### src/sv/tws_pkg.sv
// Shared types and constants for the two-wheel speed matcher.
// No dependencies.
`timescale 1ns / 1ps

package tws_pkg;

  localparam int COUNT_WIDTH_DEF   = 16;
  localparam int FRACTION_BITS_DEF = 16;

  localparam int SPEED_W = 8;
  localparam int CMD_W   = 3;
  localparam int OPV_W   = 2;
  localparam int CFG_IDX_W = 1;

  localparam logic [SPEED_W-1:0] MIN_TURN_RESET = 8'd50;

  localparam logic [CMD_W-1:0] CMD_TICK    = 3'd0;
  localparam logic [CMD_W-1:0] CMD_TURN    = 3'd1;
  localparam logic [CMD_W-1:0] CMD_FLIP    = 3'd2;
  localparam logic [CMD_W-1:0] CMD_SET_DIR = 3'd3;
  localparam logic [CMD_W-1:0] CMD_ENABLE  = 3'd4;
  localparam logic [CMD_W-1:0] CMD_DISABLE = 3'd5;
  localparam logic [CMD_W-1:0] CMD_TOGGLE  = 3'd6;

  localparam logic [OPV_W-1:0] SIDE_NONE  = 2'd0;
  localparam logic [OPV_W-1:0] SIDE_LEFT  = 2'd1;
  localparam logic [OPV_W-1:0] SIDE_RIGHT = 2'd2;

  localparam logic [CFG_IDX_W-1:0] REG_TARGET_SPEED   = 1'd0;
  localparam logic [CFG_IDX_W-1:0] REG_MIN_TURN_SPEED = 1'd1;

endpackage

### src/sv/tws_divider.sv
// Restoring serial divider, one quotient bit per cycle; needs num < den.
// Depends on tws_pkg.
`timescale 1ns / 1ps

module tws_divider import tws_pkg::*; #(
  parameter int COUNT_WIDTH   = COUNT_WIDTH_DEF,
  parameter int FRACTION_BITS = FRACTION_BITS_DEF
) (
  input  logic                     clk,
  input  logic                     rst_n,
  input  logic                     start,
  input  logic [COUNT_WIDTH-1:0]   num,
  input  logic [COUNT_WIDTH-1:0]   den,
  output logic                     busy,
  output logic                     done,
  output logic [FRACTION_BITS-1:0] quot
);

  localparam int CNT_W = $clog2(FRACTION_BITS + 1);
  localparam logic [CNT_W-1:0] STEPS = CNT_W'(FRACTION_BITS);

  logic [COUNT_WIDTH-1:0]   rem_r, rem_nxt;
  logic [COUNT_WIDTH-1:0]   den_r, den_nxt;
  logic [FRACTION_BITS-1:0] quot_r, quot_nxt;
  logic [CNT_W-1:0]         cnt_r, cnt_nxt;
  logic                     busy_r, busy_nxt;
  logic                     done_r, done_nxt;

  logic [COUNT_WIDTH:0] rem_sh;
  logic [COUNT_WIDTH:0] diff;
  logic                 fits;

  assign rem_sh = {rem_r, 1'b0};
  assign diff   = rem_sh - {1'b0, den_r};
  assign fits   = !diff[COUNT_WIDTH];

  always_comb begin
    rem_nxt  = rem_r;
    den_nxt  = den_r;
    quot_nxt = quot_r;
    cnt_nxt  = cnt_r;
    busy_nxt = busy_r;
    done_nxt = 1'b0;
    if (start) begin
      rem_nxt  = num;
      den_nxt  = den;
      quot_nxt = '0;
      cnt_nxt  = STEPS;
      busy_nxt = 1'b1;
    end else if (busy_r) begin
      rem_nxt  = fits ? diff[COUNT_WIDTH-1:0] : rem_sh[COUNT_WIDTH-1:0];
      quot_nxt = {quot_r[FRACTION_BITS-2:0], fits};
      cnt_nxt  = cnt_r - CNT_W'(1);
      if (cnt_r == CNT_W'(1)) begin
        busy_nxt = 1'b0;
        done_nxt = 1'b1;
      end
    end
  end

  always_ff @(posedge clk) begin
    rem_r  <= rem_nxt;
    den_r  <= den_nxt;
    quot_r <= quot_nxt;
    cnt_r  <= cnt_nxt;
    if (!rst_n) begin
      busy_r <= 1'b0;
      done_r <= 1'b0;
    end else begin
      busy_r <= busy_nxt;
      done_r <= done_nxt;
    end
  end

  assign busy = busy_r;
  assign done = done_r;
  assign quot = quot_r;

  a_no_start_busy: assert property (@(posedge clk) disable iff (!rst_n)
    start |-> !busy_r)
    else $error("divider started while busy");

  a_done_after_busy: assert property (@(posedge clk) disable iff (!rst_n)
    done_r |-> $past(busy_r))
    else $error("divider done without a run");

  a_rem_below_den: assert property (@(posedge clk) disable iff (!rst_n)
    busy_r |-> rem_r < den_r)
    else $error("divider remainder out of range");

endmodule

### src/sv/two_wheel_speed_matcher_top.sv
// Top level of the two-wheel speed matcher: command decode, drive state, tick sequencer.
// Depends on tws_pkg and tws_divider.
`timescale 1ns / 1ps
//
// Usage:
//   Input channel (in_*): one command item per handshake. in_tuser carries the
//   command code; in_tdata carries operand and both encoder running counts.
//   Output channel (out_*): exactly one result item per command, showing the
//   drive state after that command.
//   Config port (cfg_*): index 0 target speed (also loads both wheel speeds),
//   index 1 minimum turn speed. Write only while idle.
// Sequencing:
//   Non-tick commands, and ticks while disabled or turning: result in the
//   cycle after the input handshake. A counted tick with equal deltas passes
//   through the compare state, then gives the result. Any other counted tick
//   runs the serial divider, one quotient bit per cycle, after the compare
//   state. One item at a time; in_tready is high only when idle and no result
//   waits, so a new item is not taken until the last result is taken.
// Reset: rst_n low clears the drive flags, stored counts and speeds; factors go
//   to 1.0, minimum turn speed to 50. Ready as soon as reset is released.
// Stall: a result is held in out_tdata until taken; no new item is accepted
//   meanwhile.

module two_wheel_speed_matcher_top import tws_pkg::*; #(
  parameter int COUNT_WIDTH   = COUNT_WIDTH_DEF,
  parameter int FRACTION_BITS = FRACTION_BITS_DEF
) (
  input  logic clk,
  input  logic rst_n,
  // operand_value, left_pulses, right_pulses, zero pad
  input  logic [((2*COUNT_WIDTH+OPV_W+7)/8)*8-1:0] in_tdata,
  // command
  input  logic [CMD_W-1:0] in_tuser,
  input  logic             in_tvalid,
  output logic             in_tready,
  // left_speed, right_speed, left_reverse, right_reverse, left_correction,
  // right_correction, is_enabled, is_turning, heading_bit, zero pad
  output logic [((2*FRACTION_BITS+23+7)/8)*8-1:0] out_tdata,
  output logic             out_tvalid,
  input  logic             out_tready,
  input  logic                 cfg_we,
  input  logic [CFG_IDX_W-1:0] cfg_index,
  input  logic [SPEED_W-1:0]   cfg_wdata
);

  localparam int OUT_W  = ((2*FRACTION_BITS+23+7)/8)*8;
  localparam int FAC_W  = FRACTION_BITS + 1;
  localparam int OUT_USED = 2*FAC_W + 2*SPEED_W + 5;
  localparam logic [FAC_W-1:0] FACTOR_ONE = {1'b1, {FRACTION_BITS{1'b0}}};

  localparam logic [1:0] S_IDLE = 2'd0;
  localparam logic [1:0] S_CMP  = 2'd1;
  localparam logic [1:0] S_DIV  = 2'd2;

  logic [1:0] state_r, state_nxt;

  logic [SPEED_W-1:0] target_r, target_nxt;
  logic [SPEED_W-1:0] min_turn_r, min_turn_nxt;
  logic [SPEED_W-1:0] speed_l_r, speed_l_nxt, speed_r_r, speed_r_nxt;
  logic rev_l_r, rev_l_nxt, rev_r_r, rev_r_nxt;
  logic dir_r, dir_nxt, enabled_r, enabled_nxt, turning_r, turning_nxt;
  logic [FAC_W-1:0] fac_l_r, fac_l_nxt, fac_r_r, fac_r_nxt;
  logic [COUNT_WIDTH-1:0] prev_l_r, prev_l_nxt, prev_r_r, prev_r_nxt;
  logic [COUNT_WIDTH-1:0] dl_r, dl_nxt, dr_r, dr_nxt;
  logic side_left_r, side_left_nxt;
  logic out_valid_r, out_valid_nxt;

  logic [OPV_W-1:0]       opv;
  logic [COUNT_WIDTH-1:0] lp, rp;
  logic                   accept;
  logic [SPEED_W-1:0]     half_speed, turn_speed;

  logic                     div_start, div_busy, div_done;
  logic [COUNT_WIDTH-1:0]   div_num, div_den;
  logic [FRACTION_BITS-1:0] div_quot;

  assign opv = in_tdata[OPV_W-1:0];
  assign lp  = in_tdata[OPV_W +: COUNT_WIDTH];
  assign rp  = in_tdata[OPV_W+COUNT_WIDTH +: COUNT_WIDTH];

  assign in_tready = rst_n && (state_r == S_IDLE) && !out_valid_r;
  assign accept    = in_tvalid && in_tready;

  assign half_speed = target_r >> 1;
  assign turn_speed = (half_speed < min_turn_r) ? min_turn_r : half_speed;

  assign div_start = (state_r == S_CMP) && (dl_r != dr_r);
  assign div_num   = (dl_r > dr_r) ? dr_r : dl_r;
  assign div_den   = (dl_r > dr_r) ? dl_r : dr_r;

  tws_divider #(
    .COUNT_WIDTH  (COUNT_WIDTH),
    .FRACTION_BITS(FRACTION_BITS)
  ) u_div (
    .clk  (clk),
    .rst_n(rst_n),
    .start(div_start),
    .num  (div_num),
    .den  (div_den),
    .busy (div_busy),
    .done (div_done),
    .quot (div_quot)
  );

  always_comb begin
    state_nxt     = state_r;
    target_nxt    = target_r;
    min_turn_nxt  = min_turn_r;
    speed_l_nxt   = speed_l_r;
    speed_r_nxt   = speed_r_r;
    rev_l_nxt     = rev_l_r;
    rev_r_nxt     = rev_r_r;
    dir_nxt       = dir_r;
    enabled_nxt   = enabled_r;
    turning_nxt   = turning_r;
    fac_l_nxt     = fac_l_r;
    fac_r_nxt     = fac_r_r;
    prev_l_nxt    = prev_l_r;
    prev_r_nxt    = prev_r_r;
    dl_nxt        = dl_r;
    dr_nxt        = dr_r;
    side_left_nxt = side_left_r;
    out_valid_nxt = out_valid_r;

    if (out_valid_r && out_tready) begin
      out_valid_nxt = 1'b0;
    end

    if (cfg_we) begin
      unique case (cfg_index)
        REG_TARGET_SPEED: begin
          target_nxt  = cfg_wdata;
          speed_l_nxt = cfg_wdata;
          speed_r_nxt = cfg_wdata;
        end
        REG_MIN_TURN_SPEED: min_turn_nxt = cfg_wdata;
        default: ;
      endcase
    end

    unique case (state_r)
      S_IDLE: begin
        if (accept) begin
          out_valid_nxt = 1'b1;
          unique case (in_tuser)
            CMD_TICK: begin
              fac_l_nxt = FACTOR_ONE;
              fac_r_nxt = FACTOR_ONE;
              if (enabled_r && !turning_r) begin
                dl_nxt        = lp - prev_l_r;
                dr_nxt        = rp - prev_r_r;
                prev_l_nxt    = lp;
                prev_r_nxt    = rp;
                out_valid_nxt = 1'b0;
                state_nxt     = S_CMP;
              end
            end
            CMD_TURN: begin
              priority if (opv == SIDE_NONE) begin
                speed_l_nxt = target_r;
                speed_r_nxt = target_r;
                rev_l_nxt   = dir_r;
                rev_r_nxt   = dir_r;
                turning_nxt = 1'b0;
              end else if (opv == SIDE_LEFT || opv == SIDE_RIGHT) begin
                speed_l_nxt = turn_speed;
                speed_r_nxt = turn_speed;
                rev_l_nxt   = (opv == SIDE_LEFT) ? !dir_r : dir_r;
                rev_r_nxt   = (opv == SIDE_LEFT) ? dir_r : !dir_r;
                turning_nxt = 1'b1;
              end else begin
              end
            end
            CMD_FLIP: begin
              dir_nxt   = !dir_r;
              rev_l_nxt = !dir_r;
              rev_r_nxt = !dir_r;
            end
            CMD_SET_DIR: begin
              dir_nxt   = opv[0];
              rev_l_nxt = opv[0];
              rev_r_nxt = opv[0];
            end
            CMD_ENABLE:  enabled_nxt = 1'b1;
            CMD_DISABLE: enabled_nxt = 1'b0;
            CMD_TOGGLE:  enabled_nxt = !enabled_r;
            default: ;
          endcase
        end
      end
      S_CMP: begin
        side_left_nxt = dl_r > dr_r;
        if (dl_r == dr_r) begin
          out_valid_nxt = 1'b1;
          state_nxt     = S_IDLE;
        end else begin
          state_nxt = S_DIV;
        end
      end
      S_DIV: begin
        if (div_done) begin
          if (side_left_r) begin
            fac_l_nxt = {1'b0, div_quot};
          end else begin
            fac_r_nxt = {1'b0, div_quot};
          end
          out_valid_nxt = 1'b1;
          state_nxt     = S_IDLE;
        end
      end
      default: state_nxt = S_IDLE;
    endcase
  end

  always_ff @(posedge clk) begin
    dl_r        <= dl_nxt;
    dr_r        <= dr_nxt;
    side_left_r <= side_left_nxt;
    if (!rst_n) begin
      state_r     <= S_IDLE;
      target_r    <= '0;
      min_turn_r  <= MIN_TURN_RESET;
      speed_l_r   <= '0;
      speed_r_r   <= '0;
      rev_l_r     <= 1'b0;
      rev_r_r     <= 1'b0;
      dir_r       <= 1'b0;
      enabled_r   <= 1'b0;
      turning_r   <= 1'b0;
      fac_l_r     <= FACTOR_ONE;
      fac_r_r     <= FACTOR_ONE;
      prev_l_r    <= '0;
      prev_r_r    <= '0;
      out_valid_r <= 1'b0;
    end else begin
      state_r     <= state_nxt;
      target_r    <= target_nxt;
      min_turn_r  <= min_turn_nxt;
      speed_l_r   <= speed_l_nxt;
      speed_r_r   <= speed_r_nxt;
      rev_l_r     <= rev_l_nxt;
      rev_r_r     <= rev_r_nxt;
      dir_r       <= dir_nxt;
      enabled_r   <= enabled_nxt;
      turning_r   <= turning_nxt;
      fac_l_r     <= fac_l_nxt;
      fac_r_r     <= fac_r_nxt;
      prev_l_r    <= prev_l_nxt;
      prev_r_r    <= prev_r_nxt;
      out_valid_r <= out_valid_nxt;
    end
  end

  assign out_tvalid = out_valid_r;
  assign out_tdata  = {{(OUT_W-OUT_USED){1'b0}}, dir_r, turning_r, enabled_r,
                       fac_r_r, fac_l_r, rev_r_r, rev_l_r, speed_r_r, speed_l_r};

  a_item_progresses: assert property (@(posedge clk) disable iff (!rst_n)
    accept |=> out_valid_r || state_r == S_CMP)
    else $error("accepted item neither answered nor sequenced");

  a_one_side_slowed: assert property (@(posedge clk) disable iff (!rst_n)
    !(fac_l_r != FACTOR_ONE && fac_r_r != FACTOR_ONE))
    else $error("both wheels slowed at once");

  a_factor_range: assert property (@(posedge clk) disable iff (!rst_n)
    fac_l_r <= FACTOR_ONE && fac_r_r <= FACTOR_ONE)
    else $error("correction factor above one");

  a_idle_tick_unity: assert property (@(posedge clk) disable iff (!rst_n)
    accept && in_tuser == CMD_TICK && (turning_r || !enabled_r)
    |=> fac_l_r == FACTOR_ONE && fac_r_r == FACTOR_ONE && $stable(prev_l_r))
    else $error("tick while idle drive changed factors or counts");

  a_div_in_div_state: assert property (@(posedge clk) disable iff (!rst_n)
    div_busy |-> state_r == S_DIV)
    else $error("divider running outside its state");

endmodule
### config.mk
export PLATFORM = sky130hd
export DESIGN_NAME = two_wheel_speed_matcher_top
export DESIGN_NICKNAME = d
export VERILOG_FILES = /design/src/sv/tws_pkg.sv /design/src/sv/tws_divider.sv /design/src/sv/two_wheel_speed_matcher_top.sv
export SDC_FILE = /design/constraint.sdc
export NUM_CORES = 1
export LEC_CHECK = 0
export BUFFER_PORTS_ARGS = -buffer_cell sky130_fd_sc_hd__buf_4
export CORE_UTILIZATION = 60
export DETAILED_ROUTE_END_ITERATION = 7
export HOLD_SLACK_MARGIN = 0.03
export MAX_ROUTING_LAYER = met4
export PLACE_DENSITY_LB_ADDON = 0.15
export SYNTH_ARGS = -nofsm -noshare
export SYNTH_HDL_FRONTEND = slang
export SYNTH_SLANG_ARGS = --single-unit
### constraint.sdc
create_clock -name clk -period 3.6 [get_ports clk]
set_input_delay 0.72 -clock clk [delete_from_list [all_inputs] [get_ports clk]]
set_output_delay 0.72 -clock clk [all_outputs]
set_load 0.02 [all_outputs]
==> results.json, run 1 <==
{
  "run_status": "finished, violations left",
  "violated_checks": "design-rule violations",
  "drt-met1-wl_mm": 11.2,
  "worst-endpoint-required_ns": 3.89,
  "initial_utilization_pct": 61.1,
  "synth-async-reset-ratio_pct": 0,
  "ff_latch_count_synth": 194,
  "floorplan.die_area_sq_um": 18800,
  "regToRegSetupSlack_ns": 0.43,
  "final-hold-violation-count": 0,
  "gate_count_of_the_mapped_netlist": 1256,
  "clock_sinks": 194,
  "whs_ns": 0.456,
  "r2r-end": "u_div.rem_r[1]",
  "dieHeight_um": 137,
  "synth-seq-area-share_pct": 41.3,
  "cts_hold_buf": 0,
  "tritoncts.num_buffers": 17,
  "timing.hold.worst_endpoint": "prev_l_r[6]",
  "routed.top_layer": "met4",
  "min_from": "prev_l_r[6]",
  "avgRoutedWirePerCell_um": 14.9,
  "drcViolationCount": 2,
  "yosysWarningCount": 0,
  "combinational_cell_fraction_of_total_power_pct": 9.0,
  "drt.antenna.violating_nets": 0,
  "worst-path-max-fanout": 14,
  "drive_gt1_share_pct": 14.2,
  "rows": 49,
  "syn_area_per_cell_sq_um": 8.74,
  "track_usage_pct": 26.6,
  "regArea_sq_um": 4530,
  "detail_route.wirelength_mm": 23.6,
  "pwr-share-seq_pct": 49.9,
  "timing.final.crit_period_ns": 3.17,
  "io-pin-count": 115,
  "min_period_over_period_pct": 88.0,
  "drv.max_cap_violation_count": 0,
  "synth_top_flop_cell": "sky130_fd_sc_hd__dfxtp_1",
  "setup_viol": 0,
  "timing.critical_path.to_type": "flip-flop",
  "synth_edf_count": 65,
  "grt_max_degree": 88,
  "gp_congestion": 0.865,
  "grt_first_pass_wirelength_mm": 38.4,
  "irDropWorstVdd_uv": 350,
  "grt_setup_unrepaired": "no",
  "final_max_slew_viol_count": 0,
  "maxSlewHeadroom_pct": 23.1,
  "cts.root.buffer_cell": "sky130_fd_sc_hd__clkbuf_16",
  "reg2reg_from": "u_div.den_r[0]",
  "cellInternalPower_mw": 3.42,
  "syn-cell-area_sq_um": 11000,
  "num-nets-final": 1474,
  "power.density_nw_per_um2": 371,
  "area.growth.synth_to_final_pct": 14.2,
  "share_clk_of_total_power_pct": 41.1,
  "hold-path-cell-count": 2,
  "detailed_router_iteration_count_before_antenna_repair": 8,
  "clock_tree_from_tritoncts": "yes",
  "via_count_of_the_first_global_routing_pass": 8067,
  "holdCritPathClass": "reg -> reg",
  "diodes": 0,
  "worst_skew_pair.late_latency_ns": 0.45,
  "drt-initial-drc-count": 649,
  "syn_nets": 1392,
  "coreArea_sq_um": 18000,
  "postPlaceCellArea_sq_um": 11900,
  "switching_power_mw": 1.23,
  "worst_setup_hold_path_clk_slew_ns": 0.08,
  "power.leakage_nw": 4.99,
  "clock-skew-final_ns": 0.0146,
  "utilization_pct": 69.8,
  "chipWidth_um": 137,
  "cts_max_level": 4,
  "sum_of_met3_wire_segment_lengths_after_detailed_routing_mm": 1.17,
  "globalRoute.totalOverflow": 0,
  "final.setup.tns_ns": 0,
  "grt_antenna_before_repair": 0,
  "route.detailed.vias_per_inst": 5.66,
  "switching_share_pct": 26.5,
  "cts_resized": 0,
  "n_fill_cell": 1481,
  "place.port_buffers": 107,
  "final_area_sq_um": 12500,
  "startpoint_type": "flip-flop",
  "num_vias": 8949,
  "max_freq_ghz": 0.316,
  "routed-wl-met2_mm": 10.8,
  "worst-endpoint-arrival_ns": 3.46,
  "reg2regPathDepth": 9,
  "multi_input_area_sq_um": 5820,
  "dp.final_hpwl_mm": 16.6,
  "worst-slew-pin-transition_ns": 1.15,
  "clock_path_buffers": 2,
  "cts_setup_buffers": 0,
  "timing.setup.critical_path_class": "reg -> reg",
  "synth.lib_cells_used.distinct": 79
}
power by group through the flow:
| stage | clock network, mW | registers [mW] | logic (mW) |
|---|---|---|---|
| 2_1_floorplan | 0 | 2.37 | 0.268 |
| 3_3_place_gp | 0 | 2.37 | 0.402 |
| 5_1_grt | 2.02 | 2.33 | 0.465 |
| 6_report | 1.91 | 2.32 | 0.418 |
| 3_5_place_dp | 0 | 2.37 | 0.410 |
| 4_1_cts | 1.94 | 2.32 | 0.416 |
registers in the layout, summed over array words and instances, names as in the netlist, 2 cells and up:
signal / flops
prev_r_r: 16
state_r: 2
target_r: 8
dl_r: 16
u_div.den_r: 16
fac_l_r: 17
speed_l_r: 8
u_div.cnt_r: 5
dr_r: 16
min_turn_r: 8
fac_r_r: 17
u_div.rem_r: 16
speed_r_r: 8
u_div.quot: 16
prev_l_r: 16
routing by layer:
metal | up-vias | track usage [%]
li1 | 4577 | -
met1 | 4094 | 36.3
met2 | 241 | 40.2
met3 | 37 | 4.56
met4 | 0 | 8.36
met5 | - | -
cell usage after synthesis (all sizes together), types with 7 or more instances:
master	n	share of area (%)
a2111oi	9	0.84
a211o	11	0.90
a211oi	8	0.59
a21o	12	0.82
a21oi	153	7.0
a31oi	9	0.65
buf	21	1.2
clkbuf	38	1.3
dfxtp	129	24
edfxtp	65	18
ha	76	8.7
inv	94	3.2
mux2	17	1.7
mux2i	31	2.8
nand2	195	6.7
nand2b	15	0.85
nand3	52	2.4
nand4	7	0.40
nor2	83	2.8
nor2b	18	1.0
nor3	7	0.32
o211ai	8	0.55
o21a	9	0.62
o21ai	57	2.7
o31ai	10	0.68
xnor2	26	2.1
xor2	13	1.0
critical path: stages, from the launching register on:
cell,delay (ns)
sky130_fd_sc_hd__edfxtp_1,0.45
sky130_fd_sc_hd__fa_1,0.48
sky130_fd_sc_hd__nor2b_1,0.16
sky130_fd_sc_hd__o31a_1,0.28
sky130_fd_sc_hd__o311ai_4,0.14
sky130_fd_sc_hd__and3_4,0.20
sky130_fd_sc_hd__o32ai_4,0.47
sky130_fd_sc_hd__buf_4,0.33
sky130_fd_sc_hd__mux2_1,0.35
sky130_fd_sc_hd__a21oi_1,0.15
per-stage QoR:
stage | cells | worst slack, ns | power, mW
after floorplan | 1256 | 0.972 | 2.64
after global placement | 1548 | 0.510 | 2.77
after detailed placement | 1548 | 0.453 | 2.78
after CTS | 1580 | 0.443 | 4.68
after global routing | 1580 | 0.282 | 4.81
final | 1580 | 0.433 | 4.65
cells by family (layout without fill, tap and decap cells):
group	after synthesis	after routing	synth area share (%)
AOI/OAI and AO/OA	323	323	18.6
buffers and inverters	155	250	5.73
adders and majority gates	79	79	9.20
DFF	194	194	41.3
and+or+nand+nor	417	417	17.5
other	1	1	0.0341
muxes	48	48	4.57
xor gates and xnor gates	39	39	3.11
worst max path at each step:
| stage | from | endpoint | slack, ns | cells past startpoint |
|---|---|---|---|---|
| CTS | u_div.den_r[0] | u_div.rem_r[1] | 0.44 | 9 |
| detailed placement | u_div.den_r[0] | u_div.rem_r[1] | 0.45 | 9 |
| global placement | u_div.den_r[0] | u_div.rem_r[1] | 0.51 | 9 |
| finish | u_div.den_r[0] | u_div.rem_r[1] | 0.43 | 9 |
| floorplan | in_tdata[4] | dl_r[14] | 0.97 | 7 |
| global route | u_div.den_r[0] | u_div.rem_r[1] | 0.28 | 9 |
layout make-up:
| class | count | area share (%) |
|---|---|---|
| well taps | 229 | 2.28 |
| clock inverters | 15 | 1.52 |
| multi-input cells | 907 | 46.4 |
| inverters | 96 | 2.87 |
| clock buffers | 17 | 3.39 |
| repair buffers | 122 | 7.40 |
| flip-flops and latches | 194 | 36.1 |
layout by cell type, fill, tap and decap left out, types with 8 or more instances in the layout:
| cell type | instances |
|---|---|
| sky130_fd_sc_hd__nand2_1 | 194 |
| sky130_fd_sc_hd__a21oi_1 | 153 |
| sky130_fd_sc_hd__dfxtp_1 | 129 |
| sky130_fd_sc_hd__buf_4 | 121 |
| sky130_fd_sc_hd__inv_1 | 94 |
| sky130_fd_sc_hd__nor2_1 | 83 |
| sky130_fd_sc_hd__ha_1 | 76 |
| sky130_fd_sc_hd__edfxtp_1 | 65 |
| sky130_fd_sc_hd__o21ai_0 | 53 |
| sky130_fd_sc_hd__nand3_1 | 52 |
| sky130_fd_sc_hd__mux2i_1 | 31 |
| sky130_fd_sc_hd__xnor2_1 | 26 |
| sky130_fd_sc_hd__nor2b_1 | 18 |
| sky130_fd_sc_hd__clkbuf_16 | 17 |
| sky130_fd_sc_hd__nand2b_1 | 15 |
| sky130_fd_sc_hd__xor2_1 | 13 |
| sky130_fd_sc_hd__a21o_1 | 12 |
| sky130_fd_sc_hd__mux2_2 | 11 |
| sky130_fd_sc_hd__o31ai_1 | 10 |
| sky130_fd_sc_hd__o21a_1 | 9 |
| sky130_fd_sc_hd__a211o_1 | 9 |
| sky130_fd_sc_hd__o211ai_1 | 8 |
| sky130_fd_sc_hd__a31oi_1 | 8 |
Power figures use the tool's default switching activity.
==> inputs of run 2 (changes only) <==
--- a/config.mk
+++ b/config.mk
@@ -9,2 +9,3 @@
 export CORE_UTILIZATION = 60
+export CTS_CLUSTER_SIZE = 24
 export DETAILED_ROUTE_END_ITERATION = 7
==> constraint.sdc (replaced) <==
create_clock -name clk -period 3.28 [get_ports clk]
set_input_delay 0.164 -clock clk [delete_from_list [all_inputs] [get_ports clk]]
set_output_delay 0.164 -clock clk [all_outputs]
set_load 0.02 [all_outputs]
==> run 2 against run 1 <==
The flow now finishes without violations. Sequential cell count unchanged. Clock-buffer cell count unchanged. Wire length up 2.1%. Worst setup slack worse by 0.17 ns. Largest power group unchanged. Highest routed layer unchanged.
==> results.json, run 2 (synthesis gave the netlist of run 1 again) <==
{
  "largestRegisters": "fac_l_r (17), fac_r_r (17)",
  "maxSlewHeadroom_pct": 23.3,
  "initial_utilization_pct": 61.1,
  "timing.setup.critical_path_class": "reg -> reg",
  "irDropWorstVdd_uv": 387,
  "cts_max_level": 4,
  "pwr-share-seq_pct": 49.1,
  "timing.final.crit_period_ns": 3.02,
  "diodes": 0,
  "regToRegSetupSlack_ns": 0.26,
  "clock-skew-final_ns": 0.0134,
  "dieHeight_um": 137,
  "clock_tree_from_tritoncts": "yes",
  "utilization_pct": 72.3,
  "whs_ns": 0.0824,
  "drt-initial-drc-count": 570,
  "drv.max_cap_violation_count": 0,
  "min_from": "in_tdata[0]",
  "cts_setup_buffers": 0,
  "final.setup.tns_ns": 0,
  "dp.final_hpwl_mm": 16.3,
  "postPlaceCellArea_sq_um": 11900,
  "timing.critical_path.to_type": "flip-flop",
  "grt_first_pass_wirelength_mm": 39.3,
  "tritoncts.num_buffers": 17,
  "switching_power_mw": 1.33,
  "final_max_slew_viol_count": 0,
  "drcViolationCount": 0,
  "floorplan.die_area_sq_um": 18800,
  "final_cells": 1623,
  "drt.antenna.violating_nets": 0,
  "grt_setup_unrepaired": "no",
  "worst-endpoint-arrival_ns": 3.19,
  "final_area_sq_um": 13000,
  "area.growth.synth_to_final_pct": 18.3,
  "worst_skew_pair.late_latency_ns": 0.44,
  "r2r-end": "u_div.rem_r[15]",
  "combinational_cell_fraction_of_total_power_pct": 9.6,
  "worst-slew-pin-transition_ns": 1.14,
  "reg2regPathDepth": 9,
  "share_clk_of_total_power_pct": 41.3,
  "cp_slowest_stage_delay_ns": 0.50,
  "worst-path-max-fanout": 23,
  "cellInternalPower_mw": 3.86,
  "grt_max_degree": 88,
  "most-common-layout-cells": "194 x sky130_fd_sc_hd__nand2_1, 153 x sky130_fd_sc_hd__a21oi_1, 129 x sky130_fd_sc_hd__dfxtp_1",
  "max_freq_ghz": 0.332,
  "place.port_buffers": 107,
  "drive_gt1_share_pct": 13.8,
  "dpl_worst_slack_ns": 0.318,
  "power.density_nw_per_um2": 399,
  "switching_share_pct": 25.7,
  "dp_cells": 1548,
  "reg2reg_from": "u_div.den_r[0]",
  "power.leakage_nw": 5.18,
  "cts_resized": 0,
  "setup_viol": 0,
  "critical_path.cell_chain": "fa_1 -> nor2b_1 -> o31a_1 -> o311ai_4 -> and3_4 -> o32ai_4 -> buf_4 -> nor4bb_1 -> o22ai_1",
  "holdCritPathClass": "in -> reg",
  "clock_sinks": 194,
  "totalPowerFinal_mw": 5.19,
  "cts.root.buffer_cell": "sky130_fd_sc_hd__clkbuf_16",
  "timing.hold.worst_endpoint": "dir_r",
  "avgRoutedWirePerCell_um": 14.8,
  "io-pin-count": 115,
  "num_vias": 9144,
  "detailed_router_iteration_count_before_antenna_repair": 5,
  "coreArea_sq_um": 18000,
  "globalRoute.totalOverflow": 0,
  "worst-endpoint-required_ns": 3.45,
  "rows": 49,
  "timing.critical_path.slowest_stage_cell": "sky130_fd_sc_hd__fa_1",
  "clock_path_buffers": 2,
  "final-hold-violation-count": 0,
  "run_status": "finished, final reports clean",
  "num-nets-final": 1517,
  "detail_route.wirelength_mm": 24.1,
  "min_period_over_period_pct": 91.9,
  "worst_setup_hold_path_clk_slew_ns": 0.08,
  "gp_congestion": 0.863,
  "final_common_cell": "sky130_fd_sc_hd__nand2_1",
  "grt_antenna_before_repair": 0,
  "startpoint_type": "flip-flop",
  "final.setup.worst_slack_ns": 0.264,
  "route.detailed.vias_per_inst": 5.63,
  "track_usage_pct": 27.0,
  "hold-path-cell-count": 3,
  "via_count_of_the_first_global_routing_pass": 8428,
  "chipWidth_um": 137
}
[run 2: routing by layer]
metal  wire [um]  track usage [%]  part of all wire [%]  vias to the layer above
met5           0                -                     0                        -
met1       11500             36.2                    48                     4221
met2       10900             41.0                    45                      221
li1            -                -                     -                     4658
met3        1130             4.34                   4.7                       44
met4         538             9.83                   2.2                        0
[run 2: critical path: cells and delay by family, from the launching register on]
family | cells | cell delay [ns]
AOI/OAI and AO/OA | 4 | 0.79
and+or+nand+nor | 3 | 0.66
adders and majority gates | 1 | 0.50
DFF | 1 | 0.45
buffers and inverters | 1 | 0.34
[run 2: power by group through the flow]
stage               registers (mW)  clock network, mW  logic [mW]
floorplan                     2.61                  0       0.294
global placement              2.60                  0       0.441
detailed placement            2.60                  0       0.448
CTS                           2.55               2.18       0.494
global route                  2.55               2.27       0.552
finish                        2.55               2.14       0.500
[run 2: what timing repair did]
action,in CTS,in global routing
endpoints found under the setup margin,0,0
hold buffers,43,0
hold endpoints to repair,45,0
[run 2: cell type report]
class                           instances  area [sq um]
Fill cell                            1342          4970
Sequential cell                       194          4530
Timing Repair Buffer                  165          1360
Multi-Input combinational cell        907          5820
Clock inverter                         15           210
Clock buffer                           17           425
Inverter                               96           360
Tap cell                              229           287
[run 2: worst max path at each step]
stage,to,startpoint
after detailed placement,u_div.rem_r[15],u_div.den_r[0]
after floorplan,u_div.rem_r[12],u_div.den_r[0]
after global placement,u_div.rem_r[1],u_div.den_r[0]
after global routing,u_div.rem_r[15],u_div.den_r[0]
final,u_div.rem_r[15],u_div.den_r[0]
after CTS,u_div.rem_r[15],u_div.den_r[0]
